### src/rtl/sled_pkg.sv
// Shared types, codes and helper functions for the quoted literal escape decoder.
package sled_pkg;

   typedef enum logic [8:0] {
      PH_IDLE   = 9'b000000001,
      PH_BODY   = 9'b000000010,
      PH_ESC    = 9'b000000100,
      PH_HEX1   = 9'b000001000,
      PH_HEX2   = 9'b000010000,
      PH_UBRACE = 9'b000100000,
      PH_UDIGIT = 9'b001000000,
      PH_OCT    = 9'b010000000,
      PH_AFTER  = 9'b100000000
   } phase_type;

   localparam logic [1:0] KIND_DATA  = 2'd0;
   localparam logic [1:0] KIND_TEXT  = 2'd1;
   localparam logic [1:0] KIND_CHAR  = 2'd2;
   localparam logic [1:0] KIND_ERROR = 2'd3;

   localparam logic [2:0] ERR_NONE      = 3'd0;
   localparam logic [2:0] ERR_BAD_HEX   = 3'd1;
   localparam logic [2:0] ERR_NO_BRACE  = 3'd2;
   localparam logic [2:0] ERR_BAD_UDIG  = 3'd3;
   localparam logic [2:0] ERR_BAD_CODE  = 3'd4;
   localparam logic [2:0] ERR_BAD_OCTAL = 3'd5;
   localparam logic [2:0] ERR_END       = 3'd6;

   localparam logic [7:0] CH_SQUOTE = 8'h27;
   localparam logic [7:0] CH_DQUOTE = 8'h22;
   localparam logic [7:0] CH_BSLASH = 8'h5c;
   localparam logic [7:0] CH_LBRACE = 8'h7b;
   localparam logic [7:0] CH_RBRACE = 8'h7d;
   localparam logic [7:0] CH_ZERO   = 8'h30;

   localparam logic [20:0] CODE_LIMIT = 21'h110000;
   localparam logic [24:0] CODE_MAX   = 25'h10ffff;

   localparam int MAX_RESULTS = 4;

   typedef struct packed {
      phase_type   phase;
      logic        single_quote;
      logic [3:0]  first_nibble;
      logic [20:0] code_accum;
      logic        code_overflow;
      logic        digits_seen;
      logic [8:0]  octal_accum;
      logic [1:0]  octal_pos;
      logic        octal_stopped;
      logic [1:0]  byte_count;
   } state_type;

   localparam state_type ST_RESET = '{
      phase: PH_IDLE, single_quote: 1'b0, first_nibble: 4'd0, code_accum: 21'd0,
      code_overflow: 1'b0, digits_seen: 1'b0, octal_accum: 9'd0, octal_pos: 2'd0,
      octal_stopped: 1'b0, byte_count: 2'd0
   };

   typedef struct packed {
      logic [2:0]                         cnt;
      logic [MAX_RESULTS-1:0][7:0]        bytes;
      logic [1:0]                         kind;
      logic [2:0]                         code;
      logic                               replay;
   } result_type;

   // value of a hex digit, 16 when the byte is no hex digit
   function automatic logic [4:0] hex_val(input logic [7:0] b);
      logic [7:0] t;
      t = 8'd16;
      if (b inside {[8'h30:8'h39]}) begin
         t = b - 8'h30;
      end else if (b inside {[8'h61:8'h66]}) begin
         t = b - 8'h57;
      end else if (b inside {[8'h41:8'h46]}) begin
         t = b - 8'h37;
      end
      return t[4:0];
   endfunction

   function automatic logic is_space(input logic [7:0] b);
      return b inside {8'h20, 8'h0c, 8'h0a, 8'h0d, 8'h09, 8'h0b, CH_BSLASH, 8'h00};
   endfunction

endpackage

### src/rtl/sled_core.sv
// Next-state and result decode for one source byte of a quoted literal.
module sled_core import sled_pkg::*; (
   input  state_type   cur,
   input  logic [7:0]  byte_in,
   input  logic        opens,
   input  logic        input_end,
   output state_type   nxt,
   output result_type  res
);

   logic [7:0]  q;
   logic [4:0]  hv;
   logic [24:0] cp_shift;
   logic [20:0] cp;
   logic        od;
   logic [8:0]  oacc;
   logic [2:0]  bc_sum;

   assign q        = cur.single_quote ? CH_SQUOTE : CH_DQUOTE;
   assign hv       = hex_val(byte_in);
   assign cp_shift = {cur.code_accum, hv[3:0]};
   assign cp       = cur.code_accum;
   assign od       = byte_in inside {[8'h30:8'h37]};

   always_comb begin
      nxt  = cur;
      res  = '0;
      oacc = cur.octal_accum;
      if (input_end) begin
         if (cur.phase == PH_AFTER) begin
            nxt.phase = PH_IDLE;
            res.cnt   = 3'd1;
            res.kind  = (cur.single_quote && cur.byte_count == 2'd1) ? KIND_CHAR : KIND_TEXT;
         end else if (cur.phase != PH_IDLE) begin
            nxt.phase = PH_IDLE;
            res.cnt   = 3'd1;
            res.kind  = KIND_ERROR;
            res.code  = ERR_END;
         end
      end else if (opens) begin
         nxt              = ST_RESET;
         nxt.single_quote = (byte_in == CH_SQUOTE);
         nxt.phase        = PH_BODY;
      end else begin
         case (cur.phase)
            PH_BODY: begin
               if (byte_in == q) begin
                  nxt.phase = PH_AFTER;
               end else if (byte_in == CH_BSLASH) begin
                  nxt.phase = PH_ESC;
               end else begin
                  res.cnt      = 3'd1;
                  res.bytes[0] = byte_in;
               end
            end
            PH_ESC: begin
               nxt.phase    = PH_BODY;
               res.cnt      = 3'd1;
               res.bytes[0] = byte_in;
               case (byte_in)
                  8'h30: res.bytes[0] = 8'h00;
                  8'h61: res.bytes[0] = 8'h07;
                  8'h62: res.bytes[0] = 8'h08;
                  8'h74: res.bytes[0] = 8'h09;
                  8'h6e: res.bytes[0] = 8'h0a;
                  8'h76: res.bytes[0] = 8'h0b;
                  8'h66: res.bytes[0] = 8'h0c;
                  8'h72: res.bytes[0] = 8'h0d;
                  8'h78: begin
                     res       = '0;
                     nxt.phase = PH_HEX1;
                  end
                  8'h75: begin
                     res       = '0;
                     nxt.phase = PH_UBRACE;
                  end
                  8'h6f: begin
                     res               = '0;
                     nxt.phase         = PH_OCT;
                     nxt.octal_accum   = 9'd0;
                     nxt.octal_pos     = 2'd0;
                     nxt.octal_stopped = 1'b0;
                  end
                  default: res.bytes[0] = byte_in;
               endcase
            end
            PH_HEX1: begin
               if (hv[4]) begin
                  nxt.phase = PH_IDLE;
                  res.cnt   = 3'd1;
                  res.kind  = KIND_ERROR;
                  res.code  = ERR_BAD_HEX;
               end else begin
                  nxt.first_nibble = hv[3:0];
                  nxt.phase        = PH_HEX2;
               end
            end
            PH_HEX2: begin
               if (hv[4]) begin
                  nxt.phase = PH_IDLE;
                  res.cnt   = 3'd1;
                  res.kind  = KIND_ERROR;
                  res.code  = ERR_BAD_HEX;
               end else begin
                  nxt.phase    = PH_BODY;
                  res.cnt      = 3'd1;
                  res.bytes[0] = {cur.first_nibble, hv[3:0]};
               end
            end
            PH_UBRACE: begin
               if (byte_in != CH_LBRACE) begin
                  nxt.phase = PH_IDLE;
                  res.cnt   = 3'd1;
                  res.kind  = KIND_ERROR;
                  res.code  = ERR_NO_BRACE;
               end else begin
                  nxt.code_accum    = 21'd0;
                  nxt.code_overflow = 1'b0;
                  nxt.digits_seen   = 1'b0;
                  nxt.phase         = PH_UDIGIT;
               end
            end
            PH_UDIGIT: begin
               if (byte_in == CH_RBRACE) begin
                  if (!cur.digits_seen || cur.code_overflow || cp >= CODE_LIMIT) begin
                     nxt.phase = PH_IDLE;
                     res.cnt   = 3'd1;
                     res.kind  = KIND_ERROR;
                     res.code  = ERR_BAD_CODE;
                  end else begin
                     nxt.phase = PH_BODY;
                     if (cp < 21'h80) begin
                        res.cnt      = 3'd1;
                        res.bytes[0] = cp[7:0];
                     end else if (cp < 21'h800) begin
                        res.cnt      = 3'd2;
                        res.bytes[0] = {3'b110, cp[10:6]};
                        res.bytes[1] = {2'b10, cp[5:0]};
                     end else if (cp < 21'h10000) begin
                        res.cnt      = 3'd3;
                        res.bytes[0] = {4'b1110, cp[15:12]};
                        res.bytes[1] = {2'b10, cp[11:6]};
                        res.bytes[2] = {2'b10, cp[5:0]};
                     end else begin
                        res.cnt      = 3'd4;
                        res.bytes[0] = {5'b11110, cp[20:18]};
                        res.bytes[1] = {2'b10, cp[17:12]};
                        res.bytes[2] = {2'b10, cp[11:6]};
                        res.bytes[3] = {2'b10, cp[5:0]};
                     end
                  end
               end else if (hv[4]) begin
                  nxt.phase = PH_IDLE;
                  res.cnt   = 3'd1;
                  res.kind  = KIND_ERROR;
                  res.code  = ERR_BAD_UDIG;
               end else begin
                  nxt.digits_seen = 1'b1;
                  if (cp_shift > CODE_MAX) begin
                     nxt.code_overflow = 1'b1;
                  end else begin
                     nxt.code_accum = cp_shift[20:0];
                  end
               end
            end
            PH_OCT: begin
               if (cur.octal_pos == 2'd0 && !od) begin
                  nxt.phase = PH_IDLE;
                  res.cnt   = 3'd1;
                  res.kind  = KIND_ERROR;
                  res.code  = ERR_BAD_OCTAL;
               end else begin
                  if (cur.octal_pos == 2'd0) begin
                     oacc = {6'd0, byte_in[2:0]};
                  end else if (!cur.octal_stopped) begin
                     if (od) begin
                        oacc = {cur.octal_accum[5:0], byte_in[2:0]};
                     end else begin
                        nxt.octal_stopped = 1'b1;
                     end
                  end
                  nxt.octal_accum = oacc;
                  if (cur.octal_pos >= 2'd2) begin
                     if (oacc[8]) begin
                        nxt.phase = PH_IDLE;
                        res.cnt   = 3'd1;
                        res.kind  = KIND_ERROR;
                        res.code  = ERR_BAD_OCTAL;
                     end else begin
                        nxt.phase    = PH_BODY;
                        res.cnt      = 3'd1;
                        res.bytes[0] = oacc[7:0];
                     end
                  end else begin
                     nxt.octal_pos = cur.octal_pos + 2'd1;
                  end
               end
            end
            PH_AFTER: begin
               if (byte_in == q) begin
                  nxt.phase = PH_BODY;
               end else if (!is_space(byte_in)) begin
                  nxt.phase  = PH_IDLE;
                  res.cnt    = 3'd1;
                  res.kind   = (cur.single_quote && cur.byte_count == 2'd1) ?
                               KIND_CHAR : KIND_TEXT;
                  res.replay = 1'b1;
               end
            end
            default: nxt = cur;
         endcase
      end
      bc_sum = {1'b0, nxt.byte_count};
      if (res.kind == KIND_DATA) begin
         bc_sum = {1'b0, nxt.byte_count} + res.cnt;
      end
      nxt.byte_count = (bc_sum > 3'd2) ? 2'd2 : bc_sum[1:0];
   end

endmodule

### src/rtl/sled_obuf.sv
// Result buffer: holds the words caused by one source byte and sends them one by one.
module sled_obuf import sled_pkg::*; (
   input  logic        clock,
   input  logic        reset,
   input  logic        load,
   input  result_type  res,
   output logic        free,
   output logic        rsp_valid,
   input  logic        rsp_stall,
   output logic [7:0]  rsp_out_byte,
   output logic [1:0]  rsp_kind,
   output logic [2:0]  rsp_error_code,
   output logic        rsp_replay,
   output logic        rsp_last
);

   logic [2:0]                  rem_ff, rem_in;
   logic [MAX_RESULTS-1:0][7:0] bytes_ff, bytes_in;
   logic [1:0]                  kind_ff;
   logic [2:0]                  code_ff;
   logic                        replay_ff;
   logic                        take;

   assign take = (rem_ff != 3'd0) && !rsp_stall;
   assign free = (rem_ff == 3'd0) || (take && rem_ff == 3'd1);

   always_comb begin
      rem_in   = rem_ff;
      bytes_in = bytes_ff;
      if (load) begin
         rem_in   = res.cnt;
         bytes_in = res.bytes;
      end else if (take) begin
         rem_in   = rem_ff - 3'd1;
         bytes_in = bytes_ff >> 8;
      end
   end

   always_ff @(posedge clock) begin
      if (reset) begin
         rem_ff <= 3'd0;
      end else begin
         rem_ff <= rem_in;
      end
   end

   always_ff @(posedge clock) begin
      bytes_ff <= bytes_in;
      if (load) begin
         kind_ff   <= res.kind;
         code_ff   <= res.code;
         replay_ff <= res.replay;
      end
   end

   assign rsp_valid      = rem_ff != 3'd0;
   assign rsp_out_byte   = bytes_ff[0];
   assign rsp_kind       = kind_ff;
   assign rsp_error_code = code_ff;
   assign rsp_replay     = replay_ff;
   assign rsp_last       = rem_ff == 3'd1;

endmodule

### src/rtl/string_literal_escape_decoder.sv
// Top level of the quoted literal escape decoder.
// Usage:
//   The req channel carries one source byte per word (req_byte_in), with req_opens
//   marking the opening quote and req_input_end marking end of source. The rsp
//   channel returns decoded bytes (rsp_kind data) and one closing word per literal
//   (text, char or error with rsp_error_code); rsp_last flags the final word caused
//   by a source byte. Source bytes that cause nothing produce no rsp word.
//   A word accepted lands in the input register, is decoded and loaded into the result
//   buffer once it can take the words, and shows on rsp from then.
//   Throughput: one source byte per cycle while each causes at most one word and the
//   receiver does not stall; a \u{} escape causes up to 4 words, and the result buffer
//   drains one per cycle, so the next byte that causes a word waits behind them.
//   When the receiver stalls, the buffer holds its word; a source byte that causes
//   a word then waits in the input register and req_stall rises.
//   Reset clears the decoder to idle and empties both stages; no literal is open.
module string_literal_escape_decoder import sled_pkg::*; (
   input  logic        clock,
   input  logic        reset,
   input  logic        req_valid,
   output logic        req_stall,
   input  logic [7:0]  req_byte_in,
   input  logic        req_opens,
   input  logic        req_input_end,
   output logic        rsp_valid,
   input  logic        rsp_stall,
   output logic [7:0]  rsp_out_byte,
   output logic [1:0]  rsp_kind,
   output logic [2:0]  rsp_error_code,
   output logic        rsp_replay,
   output logic        rsp_last
);

   logic       in_valid_ff, in_valid_in;
   logic [7:0] in_byte_ff;
   logic       in_opens_ff;
   logic       in_end_ff;
   state_type  state_ff, state_in;
   result_type res;
   logic       buf_free;
   logic       advance;
   logic       accept;

   sled_core u_core (
      .cur       (state_ff),
      .byte_in   (in_byte_ff),
      .opens     (in_opens_ff),
      .input_end (in_end_ff),
      .nxt       (state_in),
      .res       (res)
   );

   assign advance   = in_valid_ff && ((res.cnt == 3'd0) || buf_free);
   assign req_stall = in_valid_ff && !advance;
   assign accept    = req_valid && !req_stall;

   always_comb begin
      in_valid_in = in_valid_ff;
      if (accept) begin
         in_valid_in = 1'b1;
      end else if (advance) begin
         in_valid_in = 1'b0;
      end
   end

   always_ff @(posedge clock) begin
      if (reset) begin
         in_valid_ff <= 1'b0;
         state_ff    <= ST_RESET;
      end else begin
         in_valid_ff <= in_valid_in;
         if (advance) begin
            state_ff <= state_in;
         end
      end
   end

   always_ff @(posedge clock) begin
      if (accept) begin
         in_byte_ff  <= req_byte_in;
         in_opens_ff <= req_opens;
         in_end_ff   <= req_input_end;
      end
   end

   sled_obuf u_obuf (
      .clock          (clock),
      .reset          (reset),
      .load           (advance && res.cnt != 3'd0),
      .res            (res),
      .free           (buf_free),
      .rsp_valid      (rsp_valid),
      .rsp_stall      (rsp_stall),
      .rsp_out_byte   (rsp_out_byte),
      .rsp_kind       (rsp_kind),
      .rsp_error_code (rsp_error_code),
      .rsp_replay     (rsp_replay),
      .rsp_last       (rsp_last)
   );

endmodule
### config.mk
export PLATFORM = sky130hd
export DESIGN_NAME = string_literal_escape_decoder
export DESIGN_NICKNAME = d
export VERILOG_FILES = /design/src/rtl/sled_pkg.sv /design/src/rtl/sled_core.sv /design/src/rtl/sled_obuf.sv /design/src/rtl/string_literal_escape_decoder.sv
export SDC_FILE = /design/constraint.sdc
export NUM_CORES = 1
export LEC_CHECK = 0
export BUFFER_PORTS_ARGS = -buffer_cell sky130_fd_sc_hd__buf_2
export CAP_MARGIN = 25
export CORE_MARGIN = 2
export CORE_UTILIZATION = 45
export DETAILED_ROUTE_END_ITERATION = 10
export GPL_TIMING_DRIVEN = 0
export PLACE_DENSITY_LB_ADDON = 0.08
export RECOVER_POWER = 100
export SETUP_SLACK_MARGIN = 0.2
export SLEW_MARGIN = 10
export SYNTH_ARGS = -nofsm -noshare
export SYNTH_HDL_FRONTEND = slang
export SYNTH_SLANG_ARGS = --single-unit
export TNS_END_PERCENT = 10
### constraint.sdc
create_clock -name clock -period 8.7 [get_ports clock]
set_clock_uncertainty 0.2 [all_clocks]
set_input_delay 0 -clock clock [delete_from_list [all_inputs] [get_ports clock]]
set_output_delay 0 -clock clock [all_outputs]
set_load 0.05 [all_outputs]
==> results of run 1 <==
[state kept, by name (all words and copies together), names as in the netlist]
signal / cells
in_byte_ff: 8
in_end_ff: 1
in_opens_ff: 1
in_valid_ff: 1
state_ff: 51
u_obuf.bytes_ff: 21
u_obuf.rem_ff: 3
u_obuf.rsp_error_code: 3
u_obuf.rsp_kind: 2
u_obuf.rsp_out_byte: 8
u_obuf.rsp_replay: 1
[metal layers]
layer / GRT usage, % / routed length, um / vias up
met2: 42.4 / 9790 / 318
met4: 9.87 / 605 / 0
met1: 39.6 / 9990 / 3178
met3: 3.19 / 1510 / 46
met5: 0 / 0 / -
li1: - / - / 2988
[path summary, 6_finish.rpt]
kind | from | end | slack [ps] | cells after the start
max | in_byte_ff[1] | u_obuf.bytes_ff[18] | 3050 | 11
min | req_byte_in[1] | in_byte_ff[1] | 140 | 2
max reg2reg | in_byte_ff[1] | u_obuf.bytes_ff[18] | 3050 | 11
min reg2reg | state_ff[3] | state_ff[3] | 270 | 1
[power by group]
part	switching [uW]	internal [uW]
logic	165	69.1
clock network	208	232
registers	17.9	558
total	391	859
[synth_stat cells (5+ instances only)]
cell | number | area, sq um
a22o_1 | 5 | 43.8
clkbuf_1 | 23 | 86.3
nor4_1 | 8 | 50.1
nor3_1 | 20 | 100
edfxtp_1 | 45 | 1350
nand3_1 | 26 | 130
o21ai_0 | 28 | 140
buf_4 | 9 | 67.6
buf_6 | 6 | 67.6
nor2_1 | 63 | 236
ha_1 | 11 | 138
mux2i_1 | 38 | 380
inv_1 | 26 | 97.6
nor3b_1 | 6 | 45.0
buf_2 | 13 | 65.1
dfxtp_1 | 55 | 1100
a22oi_1 | 7 | 52.6
o31ai_1 | 14 | 105
a21o_1 | 7 | 52.6
a211oi_1 | 9 | 67.6
nand2_1 | 117 | 439
or4_1 | 8 | 60.1
nand4_1 | 10 | 62.6
and2_1 | 5 | 31.3
o211ai_1 | 8 | 60.1
a2111oi_0 | 6 | 52.6
o21ai_1 | 7 | 35.0
and3_1 | 16 | 100
nor2b_1 | 8 | 50.1
or2_2 | 6 | 37.5
nand2b_1 | 13 | 81.3
a21oi_1 | 33 | 165
a311oi_1 | 6 | 52.6
or3_1 | 10 | 62.6
[final cells by class]
type | instances | area (sq um) | share of cell area (%)
buffer | 53 | 254 | 3.45
clock buffer | 9 | 225 | 3.06
clock inverter | 7 | 90.1 | 1.22
inverter | 29 | 110 | 1.50
multi-input combinational | 590 | 3730 | 50.7
sequential | 100 | 2450 | 33.3
tap | 184 | 230 | 3.13
timing repair buffer | 44 | 264 | 3.59
[per-stage QoR]
stage,util [%],power (uW)
after floorplan,-,766
after global placement,48.7,818
after detailed placement,48.7,826
after CTS,51.8,1260
after global routing,50.8,1290
final,50.8,1250
[critical path, delay by kind of cell, from the launching register on]
kind | cells | cell delay, ps
and+or+nand+nor | 2 | 210
buffers and inverters | 4 | 1620
DFF | 1 | 580
adders and majority gates | 1 | 340
AOI/OAI and AO/OA | 4 | 2280
[cells by family (layout without fill, tap and decap cells)]
family,Yosys count,in the layout
compound gates,189,189
flops,100,100
fa+ha+maj,12,12
buf+inv,82,142
mux,39,39
xor+xnor,5,5
simple gates,345,345
[timing repair]
action,in CTS,in global routing
endpoints found under the setup margin,0,0
hold buffers,13,0
buffers inserted,0,0
hold endpoints to repair,18,0
==> results.md, run 1 <==
* Status: finished with violations
* Failing checks: capacitance limit, slew limit
* Routed wire length per instance at 21.6 um
* Worst VDD drop at 83.8 uV
* Synth unique cells at 95
* CTS H-tree depth at 3
* Critical Path RT at 8480 ps
* Die Ht at 126 um
* Chip width at 126 um
* RePlAce Congestion at 0.955
* CTS tree: yes
* Hold_ws at 144 ps
* Post-synthesis sequential area ratio at 36.8%
* Final setup margin at 3050 ps
* Yosys warns at 0
* Syn_area_per_cell at 8.64 sq um
* Crit path DAT at 5420 ps
* Core box area at 14500 sq um
* Die area at 15800 sq um
* CTS buffer count at 9
* Top_reg_cell synth: dfxtp_1
* Setup Crit Path Kind: flip-flop to flip-flop
* Crit start category: flip-flop
* Complex-gate fraction of the synthesized area at 21.1%
* Rel. slew slack at -8.66%
* Largest family of logic cells by synthesized area: simple AND/OR/NAND/NOR gates
* Post-route DRC at 0
* Max Root-Sink Buffers at 2
* Final hold viol count at 0
* Post-Layout Cell Count at 1016
* Largest net degree at the start of global routing at 31
* Placed Cells at 986
* Slew @ Worst Pin at 1620 ps
* Post-Synth Adder-Cell Area at 2.36%
* Design area at 7360 sq um
* First-pass GRT wire length at 34100 um
* Most common cell after layout, fill and taps aside: nand2_1
* Final nets at 853
* Layout cells sized above 1 at 8.65%
* Worst-path clk slew at 80 ps
* Vias at 6530
* WL final at 21900 um
* Setup_tns at 0 ps
* Cells after Synth at 772
* Crit end category: flip-flop
* Period Utilization, post-route at 64.9%
* XOR/XNOR Fraction of Synth Area at 0.657%
* Tmin final at 5650 ps
* Clk root buf: clkbuf_16
* Final ANT Viol Nets at 0
* LEAKAGE at 0.00263 uW
* Port bufs at 30
* P per Cell Area at 170 nW/um^2
* Post-DP HPWL at 16200 um
* DRT Pass-1 Iters at 6
* Clock Sinks at 100
* CP cell instances: inv_1 -> ha_1 -> o21bai_1 -> nor2_1 -> o32ai_1 -> a211oi_1 -> a21o_1 -> clkbuf_1 -> clkinvlp_2 -> nor2_1 -> inv_1
* Synth-to-Final Area Change at 10.3%
* Asr flop ratio synth at 0%
* Initial Utilization at 46.1%
* Hold Crit Class: input pin to flip-flop
* Fillers at 1402
* Number of synthesized flops with an enable pin at 45
* Clock Latency Late Sink at 360 ps
* Vias per std cell at 6.43
* Grt ovf at 0
* Inserted Diodes at 0
* Final setup viols at 0
* Vias in the first global route at 6076
* RSZ-0062 raised after global routing: no
* Netlist Area Pre-Place at 6670 sq um
* FF+latch count, synth at 100
* Post-CTS resize count at 0
* Place WS at 4300 ps
* Multiplexer share of the synthesized area at 5.87%
* Area after DPL at 7050 sq um
* CP peak stage delay at 1340 ps
* Most frequent cells in the layout: 117 x nand2_1, 63 x nor2_1, 55 x dfxtp_1, 47 x clkbuf_1, 45 x edfxtp_1
* Cell Rows at 44
* Synthesized Nets at 798
* Initial antenna violation count at 0
* Fmax at 177 MHz
* Synth Area in Simple Gates at 27.1%
* Total track usage at 27.4%
* Top Ports at 31
* Slowest CP cell: o32ai_1
* Critical Path Fanout Max at 30
* Max Cap Viol at 1
* DR iter-0 viols at 745
* Final slew viol count at 11
Note: power is estimated with default switching activity, not from simulation.
==> run 2: changes to the inputs <==
- clock period: 8.7 -> 5.55 ns (I/O delays scaled with it)
==> results.md, run 2 (synthesis gave the netlist of run 1 again) <==
* First-pass GRT wire length at 34100 um
* Internal cell power at 1350 uW
* Max Root-Sink Buffers at 2
* CTS buffer count at 9
* Clock Latency Late Sink at 360 ps
* Post-DP HPWL at 16200 um
* Die area at 15800 sq um
* P per Cell Area at 265 nW/um^2
* Slew @ Worst Pin at 1090 ps
* Multi-input gate area at 3740 sq um
* Port bufs at 30
* Hold Crit Class: input pin to flip-flop
* Tmin final at 4850 ps
* Final ANT Viol Nets at 0
* Cell Rows at 44
* Synth-to-Final Area Change at 10.9%
* Largest registers: state_ff: 51 flops, u_obuf.bytes_ff: 21 flops
* Met2 WL at 9820 um
* DR iter-0 viols at 783
* Crit end category: flip-flop
* Final hold viol count at 0
* Clk root buf: clkbuf_16
* Routed wire length per instance at 21.5 um
* Grt ovf at 0
* Worst-path clk slew at 80 ps
* CTS H-tree depth at 3
* Fmax at 206 MHz
* Total track usage at 27.4%
* Fillers at 1399
* Combinational share of power at 19.0%
* Postcts setup bufs at 0
* Final nets at 853
* RePlAce Congestion at 0.955
* Most common cell after layout, fill and taps aside: nand2_1
* Clk network pwr share at 35.1%
* Vias at 6508
* Crit start category: flip-flop
* Final setup viols at 0
* DRT Pass-1 Iters at 6
* Vias in the first global route at 6076
* Setup_tns at 0 ps
* Post-route met1 wirelength at 10000 um
* Final slew viol count at 0
* Crit path DAT at 4940 ps
* Top Ports at 31
* Vias per std cell at 6.41
* Final Util at 51.1%
* Layout cells sized above 1 at 9.50%
* Status: completed
* Max Cap Viol at 0
* Reg area at 2450 sq um
* Critical Path Fanout Max at 10
* Worst VDD drop at 132 uV
* CTS tree: yes
* WL final at 21900 um
* Inserted Diodes at 0
* Post-route DRC at 0
* Core box area at 14500 sq um
* Top layer in use: met4
* Sequential group share of total power at 45.9%
* Switching power at 616 uW
* Rel. slew slack at 27.2%
* Die Ht at 126 um
* RSZ-0062 raised after global routing: no
* Initial antenna violation count at 0
* Period Utilization, post-route at 87.4%
* Met3 WL at 1500 um
* Largest net degree at the start of global routing at 31
* Top reg by flops: state_ff
* LEAKAGE at 0.00265 uW
* Setup Crit Path Kind: flip-flop to flip-flop
* Most frequent cells in the layout: 117 x nand2_1, 63 x nor2_1, 55 x dfxtp_1, 45 x edfxtp_1, 44 x clkbuf_1
* Chip width at 126 um
* Max reg flops at 51
* Switching share of power at 31.4%
* Post-CTS resize count at 0
* Critical Path RT at 5640 ps
* Initial Utilization at 46.1%
* Clock Sinks at 100
* Cts hold-fix bufs at 13
==> run 2: layout make-up <==
| type | instances | area share (%) |
|---|---|---|
| Clock buffer | 9 | 3.05 |
| Inverter | 29 | 1.49 |
| Timing Repair Buffer | 44 | 3.57 |
| Sequential cell | 100 | 33.2 |
| Buffer | 53 | 3.74 |
| Multi-Input combinational cell | 590 | 50.7 |
| Tap cell | 184 | 3.11 |
| Clock inverter | 7 | 1.22 |
==> run 2: metrics by stage <==
step	cell area [sq um]	worst slack (ps)	hold WS [ps]	cells	power, uW
floorplan	6670	1880	-101	772	1200
detailed placement	7050	1150	-21.5	986	1300
global placement	7050	1160	-24.0	986	1280
CTS	7490	1120	136	1015	1980
finish	7390	700	143	1016	1960
global route	7390	476	155	1016	2030
==> run 2: per-layer routing <==
layer	GRT usage, %	vias up
li1	-	3000
met1	39.6	3167
met2	42.4	299
met3	3.19	42
met4	9.87	0
met5	0	-
==> run 2: power groups by stage <==
| stage | sequential [uW] | clock [uW] | combinational [uW] |
|---|---|---|---|
| detailed placement | 918 | 0 | 377 |
| floorplan | 907 | 0 | 294 |
| CTS | 902 | 696 | 385 |
| global placement | 915 | 0 | 368 |
| finish | 901 | 688 | 372 |
| global route | 908 | 720 | 405 |
==> run 2: path summary, 6_finish.rpt <==
path | start | end | slack, ps | cells after the start
worst max-delay path | in_byte_ff[0] | state_ff[28] | 700 | 10
worst min-delay path | req_byte_in[1] | in_byte_ff[1] | 140 | 2
worst max register to register | in_byte_ff[0] | state_ff[28] | 700 | 10
worst min register to register | state_ff[3] | state_ff[3] | 270 | 1
==> run 2: worst max-delay path: stages (launching register included) <==
cell and delay, ps:
edfxtp_1 560, inv_1 190, ha_1 340, or3b_1 420, o22ai_1 260, nor4_1 200
nor4_1 890, a21boi_0 620, nor3_1 620, buf_6 260, mux2i_1 200
